### config.mk
export PLATFORM = sky130hd
export DESIGN_NAME = ring_slot_manager_overwrite
export DESIGN_NICKNAME = d
export VERILOG_FILES = /design/src/design/rsm_pkg.sv /design/src/design/ring_slot_manager_overwrite.sv /design/src/design/rsm_core.sv
export SDC_FILE = /design/constraint.sdc
export NUM_CORES = 1
export LEC_CHECK = 0
export BUFFER_PORTS_ARGS = -buffer_cell sky130_fd_sc_hd__buf_2
export CORE_MARGIN = 10
export CORE_UTILIZATION = 48
export CTS_CLUSTER_SIZE = 16
export DETAILED_ROUTE_END_ITERATION = 10
export HOLD_SLACK_MARGIN = 0.05
export PLACE_DENSITY = 0.66
export SKIP_CTS_REPAIR_TIMING = 1
export SYNTH_ARGS = -nofsm -noshare
export SYNTH_HDL_FRONTEND = slang
export SYNTH_SLANG_ARGS = --single-unit
### constraint.sdc
create_clock -name clk -period 10.2 [get_ports clk]
set_clock_uncertainty 0.1 [all_clocks]
set_input_delay 1.53 -clock clk [delete_from_list [all_inputs] [get_ports clk]]
set_output_delay 1.53 -clock clk [all_outputs]
set_load 0.02 [all_outputs]
### src/design/rsm_pkg.sv
// ----------------------------------------------------------------------------
// rsm_pkg: shared types and constants of the ring slot manager
// Holds the operation codes, field widths and the request and result types.
// ----------------------------------------------------------------------------
package rsm_pkg;

    localparam int DEPTH_DEFAULT = 16;
    localparam int KIND_W        = 2;
    localparam int SLOT_W        = 4;
    localparam int COUNT_W       = 5;
    localparam int COUNT_MAX     = 31;

    localparam logic [COUNT_W-1:0] SLOT_COUNT_RESET = 5'd16;

    typedef enum logic [KIND_W-1:0] {
        KIND_PUSH  = 2'd0,
        KIND_POP   = 2'd1,
        KIND_CLEAR = 2'd2
    } kind_t;

    typedef struct packed {
        logic  valid;
        kind_t kind;
        logic  overwritable;
    } op_t;

    typedef struct packed {
        logic              ok;
        logic [SLOT_W-1:0] slot;
        logic              empty_res;
        logic              full_res;
    } result_t;

endpackage

### src/design/ring_slot_manager_overwrite.sv
// ----------------------------------------------------------------------------
// ring_slot_manager_overwrite: slot index manager for a circular buffer
// Grants write slots and releases read slots of a ring, with overwrite of
// unprotected slots when the ring is full.
// ----------------------------------------------------------------------------
// Usage:
// Operations arrive on the slave stream: tuser carries the kind (push, pop,
// clear) and tdata bit 0 the overwritable flag of a push. Each transfer gives
// exactly one result transfer on the master stream with ok, slot, empty and
// full. The slot count register is written through cfg_wen and cfg_wdata;
// the user must write it only while the block is idle; the block does not
// enforce this. Values of zero act as one and values above DEPTH as DEPTH.
// An operation is taken into an input register and executed against the
// pointer, count and mark state, and its result is loaded into the output
// register: one operation per cycle is sustained while results are taken.
// When the receiver stalls, the output register holds its result and the
// input register keeps one more operation, after which s_tready drops.
// Reset empties the ring, clears every protect mark and sets the slot count
// to 16; no clearing pass follows, so operations are taken at once.
// ----------------------------------------------------------------------------
module ring_slot_manager_overwrite #(
    parameter int DEPTH = rsm_pkg::DEPTH_DEFAULT
) (
    input  logic                             clk,
    input  logic                             rst_n,
    input  logic                             cfg_wen,
    input  logic [rsm_pkg::COUNT_W-1:0]      cfg_wdata,
    input  logic                             s_tvalid,
    output logic                             s_tready,
    input  logic [7:0]                       s_tdata,   // overwritable[0], zero fill
    input  logic [rsm_pkg::KIND_W-1:0]       s_tuser,   // kind[1:0]
    output logic                             m_tvalid,
    input  logic                             m_tready,
    output logic [7:0]                       m_tdata    // ok, slot[3:0], empty_res, full_res
);

    logic [rsm_pkg::COUNT_W-1:0] slot_count_reg;
    logic                        in_valid_reg;
    rsm_pkg::kind_t              in_kind_reg;
    logic                        in_ovw_reg;
    logic                        out_valid_reg;
    rsm_pkg::result_t            out_data_reg;

    logic                        advance;
    rsm_pkg::op_t                op;
    rsm_pkg::result_t            result;

    assign advance  = !out_valid_reg || m_tready;
    assign s_tready = !in_valid_reg || advance;

    assign op.valid        = in_valid_reg && advance;
    assign op.kind         = in_kind_reg;
    assign op.overwritable = in_ovw_reg;

    rsm_core #(
        .DEPTH (DEPTH)
    ) u_core (
        .clk        (clk),
        .rst_n      (rst_n),
        .op         (op),
        .slot_count (slot_count_reg),
        .result     (result)
    );

    always_ff @(posedge clk or negedge rst_n)
    begin
        if (!rst_n)
        begin
            slot_count_reg <= rsm_pkg::SLOT_COUNT_RESET;
        end
        else if (cfg_wen)
        begin
            slot_count_reg <= cfg_wdata;
        end
    end

    always_ff @(posedge clk or negedge rst_n)
    begin
        if (!rst_n)
        begin
            in_valid_reg <= 1'b0;
        end
        else if (s_tready)
        begin
            in_valid_reg <= s_tvalid;
        end
    end

    always_ff @(posedge clk)
    begin
        if (s_tvalid && s_tready)
        begin
            in_kind_reg <= rsm_pkg::kind_t'(s_tuser);
            in_ovw_reg  <= s_tdata[0];
        end
    end

    always_ff @(posedge clk or negedge rst_n)
    begin
        if (!rst_n)
        begin
            out_valid_reg <= 1'b0;
        end
        else if (advance)
        begin
            out_valid_reg <= in_valid_reg;
        end
    end

    always_ff @(posedge clk)
    begin
        if (op.valid)
        begin
            out_data_reg <= result;
        end
    end

    assign m_tvalid = out_valid_reg;
    assign m_tdata  = {1'b0, out_data_reg.full_res, out_data_reg.empty_res,
                       out_data_reg.slot, out_data_reg.ok};

endmodule

### src/design/rsm_core.sv
// ----------------------------------------------------------------------------
// rsm_core: pointer, count and protect mark state of the ring
// Executes one operation per cycle and returns its result combinationally.
// ----------------------------------------------------------------------------
module rsm_core #(
    parameter int DEPTH = rsm_pkg::DEPTH_DEFAULT
) (
    input  logic                              clk,
    input  logic                              rst_n,
    input  rsm_pkg::op_t                      op,
    input  logic [rsm_pkg::COUNT_W-1:0]       slot_count,
    output rsm_pkg::result_t                  result
);

    // Slot numbers never reach past the widest slot count, so marks above it are never used.
    localparam int MARKS = (DEPTH < rsm_pkg::COUNT_MAX) ? DEPTH : rsm_pkg::COUNT_MAX;
    localparam int PW    = $clog2(MARKS);
    localparam logic [rsm_pkg::COUNT_W-1:0] MAX_N = rsm_pkg::COUNT_W'(MARKS);

    logic [PW-1:0]                wp_reg, wp_next;
    logic [PW-1:0]                rp_reg, rp_next;
    logic [rsm_pkg::COUNT_W-1:0]  fill_reg, fill_next;
    logic [MARKS-1:0]             marks_reg, marks_next;

    logic [rsm_pkg::COUNT_W-1:0]  n;
    logic [PW-1:0]                wp_adv, rp_adv;
    logic                         wp_in, rp_in;
    logic                         ok;
    logic [PW-1:0]                slot_v;

    always_comb
    begin
        if (slot_count == '0)
        begin
            n = rsm_pkg::COUNT_W'(1);
        end
        else if (slot_count > MAX_N)
        begin
            n = MAX_N;
        end
        else
        begin
            n = slot_count;
        end

        wp_adv = (rsm_pkg::COUNT_W'(wp_reg) >= n - rsm_pkg::COUNT_W'(1)) ? '0 : wp_reg + PW'(1);
        rp_adv = (rsm_pkg::COUNT_W'(rp_reg) >= n - rsm_pkg::COUNT_W'(1)) ? '0 : rp_reg + PW'(1);
        wp_in  = rsm_pkg::COUNT_W'(wp_reg) < n;
        rp_in  = rsm_pkg::COUNT_W'(rp_reg) < n;

        wp_next    = wp_reg;
        rp_next    = rp_reg;
        fill_next  = fill_reg;
        marks_next = marks_reg;
        ok         = 1'b0;
        slot_v     = '0;

        case (op.kind)
            rsm_pkg::KIND_PUSH:
            begin
                if (fill_reg < n)
                begin
                    wp_next = wp_adv;
                    if (wp_in)
                    begin
                        marks_next[wp_reg] = ~op.overwritable;
                    end
                    fill_next = fill_reg + rsm_pkg::COUNT_W'(1);
                    ok        = 1'b1;
                    slot_v    = wp_reg;
                end
                else if (wp_in && !marks_reg[wp_reg])
                begin
                    // The ring is full: the oldest slot is given up to the new transfer.
                    wp_next            = wp_adv;
                    rp_next            = rp_adv;
                    marks_next[wp_reg] = ~op.overwritable;
                    ok                 = 1'b1;
                    slot_v             = wp_reg;
                end
            end
            rsm_pkg::KIND_POP:
            begin
                if (fill_reg != '0)
                begin
                    rp_next = rp_adv;
                    if (rp_in)
                    begin
                        marks_next[rp_reg] = 1'b0;
                    end
                    fill_next = fill_reg - rsm_pkg::COUNT_W'(1);
                    ok        = 1'b1;
                    slot_v    = rp_reg;
                end
            end
            rsm_pkg::KIND_CLEAR:
            begin
                wp_next    = '0;
                rp_next    = '0;
                fill_next  = '0;
                marks_next = '0;
                ok         = 1'b1;
            end
            default:
            begin
            end
        endcase

        result.ok        = ok;
        result.slot      = rsm_pkg::SLOT_W'(slot_v);
        result.empty_res = (fill_next == '0);
        result.full_res  = (fill_next >= n);
    end

    always_ff @(posedge clk or negedge rst_n)
    begin
        if (!rst_n)
        begin
            wp_reg    <= '0;
            rp_reg    <= '0;
            fill_reg  <= '0;
            marks_reg <= '0;
        end
        else if (op.valid)
        begin
            wp_reg    <= wp_next;
            rp_reg    <= rp_next;
            fill_reg  <= fill_next;
            marks_reg <= marks_next;
        end
    end

    a_fill_bounded: assert property (@(posedge clk) disable iff (!rst_n)
        fill_reg <= MAX_N)
        else $error("fill count exceeds the largest slot count");

    a_clear_empties: assert property (@(posedge clk) disable iff (!rst_n)
        op.valid && op.kind == rsm_pkg::KIND_CLEAR |=>
        fill_reg == '0 && wp_reg == '0 && rp_reg == '0 && marks_reg == '0)
        else $error("clear did not empty the ring");

    a_pop_empty_refused: assert property (@(posedge clk) disable iff (!rst_n)
        op.valid && op.kind == rsm_pkg::KIND_POP && fill_reg == '0 |-> !result.ok)
        else $error("pop from an empty ring was granted");

    a_push_counts: assert property (@(posedge clk) disable iff (!rst_n)
        op.valid && op.kind == rsm_pkg::KIND_PUSH && fill_reg < n |=>
        fill_reg == $past(fill_reg) + rsm_pkg::COUNT_W'(1))
        else $error("push into a ring with room did not raise the count");

endmodule

==> results of run 1 <==
path summary, 6_finish.rpt:
| kind | from | to | slack (ps) | cells after the start |
|---|---|---|---|---|
| max in group asynchronous | rst_n | u_core.wp_reg[2] | 8200 | 1 |
| min | in_valid_reg | m_tvalid | 390 | 1 |
| max | slot_count_reg[4] | m_tdata[6] | 6010 | 14 |
| min reg2reg | in_valid_reg | m_tvalid | 390 | 1 |
| min in group asynchronous | rst_n | u_core.fill_reg[4] | 1240 | 1 |
| max reg2reg | slot_count_reg[4] | m_tdata[6] | 6010 | 14 |
per-layer routing:
layer,GRT usage [%],up-vias
li1,-,1522
met1,21.9,1527
met2,27.8,99
met3,2.51,10
met4,4.96,0
met5,0,-
cell families after synthesis:
logic type               after synthesis  synth area share, %
AO/OA/AOI/OAI                        131                 26.0
other                                  1                0.102
XOR/XNOR                               1                0.238
buffers and inverters                 50                 6.01
multiplexers                          18                 6.76
AND/OR/NAND/NOR                      104                 15.0
flip-flops                            46                 32.6
adder cells (fa/ha/maj)               39                 13.2
worst max-delay path: stages (launching register included):
cell	delay, ps
sky130_fd_sc_hd__dfstp_2	640
sky130_fd_sc_hd__inv_2	120
sky130_fd_sc_hd__nand2_1	230
sky130_fd_sc_hd__ha_1	200
sky130_fd_sc_hd__nand4_1	110
sky130_fd_sc_hd__a311oi_2	520
sky130_fd_sc_hd__or2_1	330
sky130_fd_sc_hd__nor4_1	80
sky130_fd_sc_hd__a221oi_1	530
sky130_fd_sc_hd__ha_1	350
sky130_fd_sc_hd__nand2b_1	140
sky130_fd_sc_hd__a21o_1	180
sky130_fd_sc_hd__a21o_1	180
sky130_fd_sc_hd__o21ai_0	170
sky130_fd_sc_hd__o21ai_1	70
where the power goes:
group          total, mW  switching (mW)  internal (mW)  leakage (nW)
Combinational      0.449           0.273          0.176         0.992
Sequential         0.307          0.0773          0.230         0.567
Clock              0.138          0.0643         0.0734        0.0524
area by class of cell:
class / count / area [um2] / share of cell area [%]
clock buffers: 7 / 76.3 / 1.97
repair buffers: 21 / 105 / 2.71
clock inverters: 1 / 30.0 / 0.773
inverters: 23 / 86.3 / 2.22
multi-input cells: 294 / 2260 / 58.2
flip-flops and latches: 46 / 1200 / 31.0
well taps: 99 / 124 / 3.19
per-stage QoR:
stage	hold WS (ps)	cells	utilization, %	setup WS, ps
floorplan	357	390	-	6670
detailed placement	380	483	51.3	5690
finish	393	491	52.7	6010
global route	427	491	52.7	5740
CTS	399	491	52.7	5970
global placement	370	483	51.3	5780
synthesized netlist by cell type, types with 5 or more instances:
cell type	n	area share (%)
sky130_fd_sc_hd__a31oi_1	10	1.7
sky130_fd_sc_hd__clkbuf_1	14	1.4
sky130_fd_sc_hd__nand2_1	35	3.6
sky130_fd_sc_hd__ha_1	39	13
sky130_fd_sc_hd__a21oi_1	18	2.4
sky130_fd_sc_hd__nor2_1	15	1.5
sky130_fd_sc_hd__o21ai_0	7	0.95
sky130_fd_sc_hd__buf_2	6	0.82
sky130_fd_sc_hd__edfxtp_1	10	8.2
sky130_fd_sc_hd__a21o_1	5	1.0
sky130_fd_sc_hd__or3_1	5	0.85
sky130_fd_sc_hd__o31ai_1	16	3.3
sky130_fd_sc_hd__a32oi_1	14	3.3
sky130_fd_sc_hd__mux2i_1	5	1.4
sky130_fd_sc_hd__inv_1	19	1.9
sky130_fd_sc_hd__nor4_1	8	1.4
sky130_fd_sc_hd__o22ai_1	8	1.4
sky130_fd_sc_hd__dfrtp_1	35	24
sky130_fd_sc_hd__o21ai_1	9	1.2
sky130_fd_sc_hd__o41ai_1	14	3.3
sky130_fd_sc_hd__mux2_2	7	2.1
sky130_fd_sc_hd__nand3_1	13	1.8
sky130_fd_sc_hd__nand2b_1	7	1.2
==> results_dict.tcl, run 1 <==
set metrics [dict create \
    status "finished, final reports clean" \
    routed-wl-met2_mm 4.60 \
    route.vias.total 3158 \
    cts_inserted_buffers 5 \
    path_type_of_the_worst_setup_path "flop to flop" \
    m1WireLength_mm 4.33 \
    layout.cells.most_common "sky130_fd_sc_hd__ha_1" \
    total_power_uw 893 \
    hold_path.class "flop to flop" \
    vias_in_the_first_global_route 3119 \
    fillerInstances 705 \
    grt_antenna_before_repair 0 \
    irDropWorstVdd_v 0.000102 \
    worst_ep_arrival_time_ps 4130 \
    power-per-cell-area_nw_per_um2 230 \
    placed_cell_area_um2 3780 \
    fmax_mhz 239 \
    boundaryPins 30 \
    first_pass_iters 5 \
    tritoncts_num_sinks 46 \
    totalNegativeSetupSlack_ps 0 \
    critPathRequiredTime_ps 10150 \
    fp.dieH_um 108 \
    post_route_cells_drive_above_1_share_pct 13.3 \
    die_width_um 108 \
    critPathCaptureType "flop" \
    syn-instance-count 390 \
    via_to_cell_ratio 6.43 \
    period_needed_ps 4190 \
    path_max_fanout 8 \
    timing.critical_path.from_type "flop" \
    met3_length_um 469 \
    synthesis.area_um2 3680 \
    post-route-drc-count 0 \
    globalRoute.totalOverflow 0 \
    synth-seq-area-share_pct 32.6 \
    placement.io_buffers 21 \
    finish.instance_area_um2 3880 \
    grt_util_all_layers_pct 16.7 \
    routedWlPerCell_um 19.4 \
    die-area_um2 11600 \
    grt_start_max_net_pins 37 \
    fin_crit_sh_pct 41.1 \
    antenna_violating_nets_post_route 0 \
    core_area_um2 7370 \
    synth.ff_latch_count 46 \
    antenna_cells_inserted 0 \
    core.rowCount 31 \
    max_h_tree_level 2 \
    synthesis.area_per_instance_um2 9.44 \
    setup_viol 0 \
    layout_common_cells "sky130_fd_sc_hd__ha_1 (39), sky130_fd_sc_hd__nand2_1 (35), sky130_fd_sc_hd__dfrtp_1 (35)" \
    first_iter_violations 238 \
    cts-root-to-sink-buffers 2 \
    ys_dominant_reg_cell "sky130_fd_sc_hd__dfrtp_1" \
    worst_pin_slew_ps 1150 \
    cts.root.buffer_cell "sky130_fd_sc_hd__clkbuf_8" \
    synth_enable_flop_cells 10 \
    totalWireLength_mm 9.50 \
    max_slew_headroom_at_the_worst_pin_pct 23.3 \
    asyncSetResetFlopFracSynth_pct 78.3 \
    areaGrowthSynthToFinish_pct 5.43 \
    synthDistinctLibCells 70 \
    worstSkewPairLatency_ps 300 \
    grt_setup_unrepaired "false" \
    grt_first_pass_wirelength_mm 16.0 \
    clk_pin_slew_ps 90 \
    postSynthNetCount 449 \
    cap_violations 0 \
    synthesis.yosys.warnings 0 \
    total_leakage_power_nw 1.61 \
    top_signal_layer_used "met4" \
    initial_utilization_pct 50.0 \
    timing_max_transition_violations_final 0 \
    post-dp-hpwl_mm 6.63 \
    gp_congestion 0.924 \
    number_of_nets_in_the_finished_design 450 \
    tritoncts "built" \
    timing.final.hold_violations 0 \
]
Note: power is estimated with default switching activity, not from simulation.
==> run 2, diff against run 1 <==
--- a/config.mk
+++ b/config.mk
@@ -5,6 +5,7 @@
 export SDC_FILE = /design/constraint.sdc
 export NUM_CORES = 1
 export LEC_CHECK = 0
+export ABC_AREA = 1
 export BUFFER_PORTS_ARGS = -buffer_cell sky130_fd_sc_hd__buf_2
 export CORE_MARGIN = 10
 export CORE_UTILIZATION = 48
==> constraint.sdc (replaced) <==
create_clock -name clk -period 4 [get_ports clk]
set_clock_uncertainty 0.1 [all_clocks]
set_input_delay 0.6 -clock clk [delete_from_list [all_inputs] [get_ports clk]]
set_output_delay 0.6 -clock clk [all_outputs]
set_load 0.02 [all_outputs]
==> run 2 against run 1 <==
Effect of this change: total power grew to 2.7 times the previous value; count of clock-buffer cells in the layout down 2; critical path depth grew 6; sequential power up 150%; wire length down 3.5%; synthesized cell count increased by 28%; cell count grew 25%; sequential share of layout area down 0.79 points; final area is 2.6% higher; worst setup slack lost 5500 ps; global-route usage hardly changed.
==> results_dict.tcl, run 2 <==
set metrics [dict create \
    status "finished, final reports clean" \
    first_iter_violations 241 \
    tritoncts "built" \
    synthMostInstantiatedCell "sky130_fd_sc_hd__nand2_1" \
    asyncSetResetFlopFracSynth_pct 78.3 \
    grt_start_max_net_pins 37 \
    crit_start "slot_count_reg[4]" \
    synth.ff_latch_count 46 \
    period_needed_ps 3470 \
    syn-instance-count 499 \
    cap_violations 0 \
    hold_path.class "input port to async pin" \
    post-synth-top-area-cell "sky130_fd_sc_hd__dfrtp_1" \
    fin_crit_sh_pct 86.8 \
    critPathRequiredTime_ps 3970 \
    globalRoute.totalOverflow 0 \
    synth-seq-area-share_pct 32.2 \
    highest_cell_delay_on_the_worst_timing_path_ps 390 \
    core_area_um2 7650 \
    layout.cells.most_common "sky130_fd_sc_hd__nand2_1" \
    timing_max_transition_violations_final 0 \
    power-per-cell-area_nw_per_um2 595 \
    max_slew_headroom_at_the_worst_pin_pct 42.3 \
    vias_in_the_first_global_route 3180 \
    synth_enable_flop_cells 10 \
    cts.root.buffer_cell "sky130_fd_sc_hd__clkbuf_8" \
    via_to_cell_ratio 5.46 \
    setup_viol 0 \
    initial_utilization_pct 48.9 \
    ys_dominant_reg_cell "sky130_fd_sc_hd__dfrtp_1" \
    path_type_of_the_worst_setup_path "flop to flop" \
    totalWireLength_mm 9.17 \
    total_leakage_power_nw 1.92 \
    critPathCaptureType "flop" \
    totalNegativeSetupSlack_ps 0 \
    timing.critical_path.from_type "flop" \
    post_route_cells_drive_above_1_share_pct 12.1 \
    regToRegSetupSlack_ps 530 \
    fp.dieH_um 108 \
    cts-root-to-sink-buffers 2 \
    number_of_nets_in_the_finished_design 572 \
    postSynthNetCount 558 \
    worst_ep_arrival_time_ps 3440 \
    synthDistinctLibCells 40 \
    die_width_um 108 \
    layout.core_utilization_pct 52.1 \
    r2r_start "slot_count_reg[4]" \
    antenna_cells_inserted 0 \
    path_max_fanout 13 \
    first_pass_iters 5 \
    cts_inserted_buffers 5 \
    routedWlPerCell_um 14.9 \
    clk_pin_slew_ps 100 \
    tritoncts_num_sinks 46 \
    fmax_mhz 288 \
    path_common_cell "sky130_fd_sc_hd__nand2_1" \
    grt_first_pass_wirelength_mm 16.0 \
    layout_common_cells "sky130_fd_sc_hd__nand2_1 (134), sky130_fd_sc_hd__inv_1 (60), sky130_fd_sc_hd__o21ai_0 (41)" \
    die-area_um2 11700 \
    max_h_tree_level 2 \
    cpMaxStageDelayCell "sky130_fd_sc_hd__dfstp_2" \
    gp_congestion 0.885 \
    synthesis.yosys.warnings 0 \
    synthDominantCellAreaShare_pct 23.4 \
    crit_chain "inv_1, nand2_1, ha_1, nand2_1, inv_1, a21oi_2, nand2_1, nand2_1, nand4_1, nand2_1, ha_1, inv_1, nand2_1, a21o_1, a21oi_1, nand2_1, nand2_1, inv_1, nand2_1, nand2_1" \
    synthesis.area_per_instance_um2 7.49 \
    core.rowCount 32 \
    worstSkewPairLatency_ps 310 \
    timing.final.hold_violations 0 \
    grt_util_all_layers_pct 16.7 \
    post_synth_main_area_contributors "sky130_fd_sc_hd__dfrtp_1 (23%), sky130_fd_sc_hd__nand2_1 (13%), sky130_fd_sc_hd__ha_1 (13%)" \
    boundaryPins 30 \
    cp.buffers_inverters 4 \
    post-route-drc-count 0 \
    worst_pin_slew_ps 866 \
    irDropWorstVdd_v 0.000259 \
    synthesis.area_um2 3740 \
    grt_setup_unrepaired "false" \
    grt_antenna_before_repair 0 \
    route.vias.total 3363 \
    placement.io_buffers 21 \
    critical_path.top_delay_family "simple AND/OR/NAND/NOR gates" \
    post-dp-hpwl_mm 6.84 \
    areaGrowthSynthToFinish_pct 6.66 \
    synthTopCellsByCount "sky130_fd_sc_hd__nand2_1 (134), sky130_fd_sc_hd__inv_1 (60), sky130_fd_sc_hd__o21ai_0 (41)" \
    antenna_violating_nets_post_route 0 \
]
==> run 2: cell count changes in the layout (fill, tap and decap cells not counted), sizes merged, moves of 14 or more <==
cell and change:
o21ai +38, inv +45, a21oi -14, nand2 +101, o31ai -15, nand3 +34
o41ai -14, a32oi -14
==> run 2: path summary, 6_finish.rpt <==
kind | end | depth (start not counted)
setup / recovery | m_tdata[6] | 20
hold / removal | u_core.fill_reg[3] | 1
setup reg to reg | m_tdata[6] | 20
hold reg to reg | flop | 2
max in group asynchronous | async pin | 1
min in group clk | in_kind_reg[1] | 1
==> run 2: layer usage <==
layer,up-vias,GRT usage [%],wire (um)
met3,11,3.27,527
met1,1570,23.8,4460
met4,0,3.63,113
li1,1696,-,-
met5,-,0,0
met2,86,25.5,4070
==> run 2: stage by stage <==
stage          hold slack [ps]  setup slack [ps]  instance area [um2]  instances  power [mW]
2_1_floorplan              204               851                 3740        499        1.70
3_3_place_gp               370               652                 3870        608        1.97
3_5_place_dp               371               530                 3870        608        2.01
4_1_cts                    343               517                 3990        616        2.37
5_1_grt                    359               154                 3990        616        2.62
6_report                   300               528                 3990        616        2.37
==> run 2: power by group <==
group	internal (mW)	switching [mW]
registers	0.591	0.169
clock network	0.188	0.175
logic	0.433	0.815
total	1.21	1.16
==> run 2: area by class of cell <==
cell class                 count  area [um2]
fill                         762        3660
clock buffer                   5        68.8
inverter                      68         256
tap                          102         128
clock inverter                 3        43.8
timing repair buffer          23         120
multi-input combinational    369        2170
sequential                    46        1200
==> run 2: logic make-up after synthesis <==
| logic type | after synthesis | share of synthesized area [%] |
|---|---|---|
| buffers and inverters | 84 | 9.85 |
| XOR/XNOR | 8 | 1.88 |
| adder cells (fa/ha/maj) | 39 | 13.1 |
| AO/OA/AOI/OAI | 97 | 15.4 |
| multiplexers | 3 | 0.904 |
| flip-flops | 46 | 32.2 |
| AND/OR/NAND/NOR | 221 | 26.7 |
| other | 1 | 0.100 |
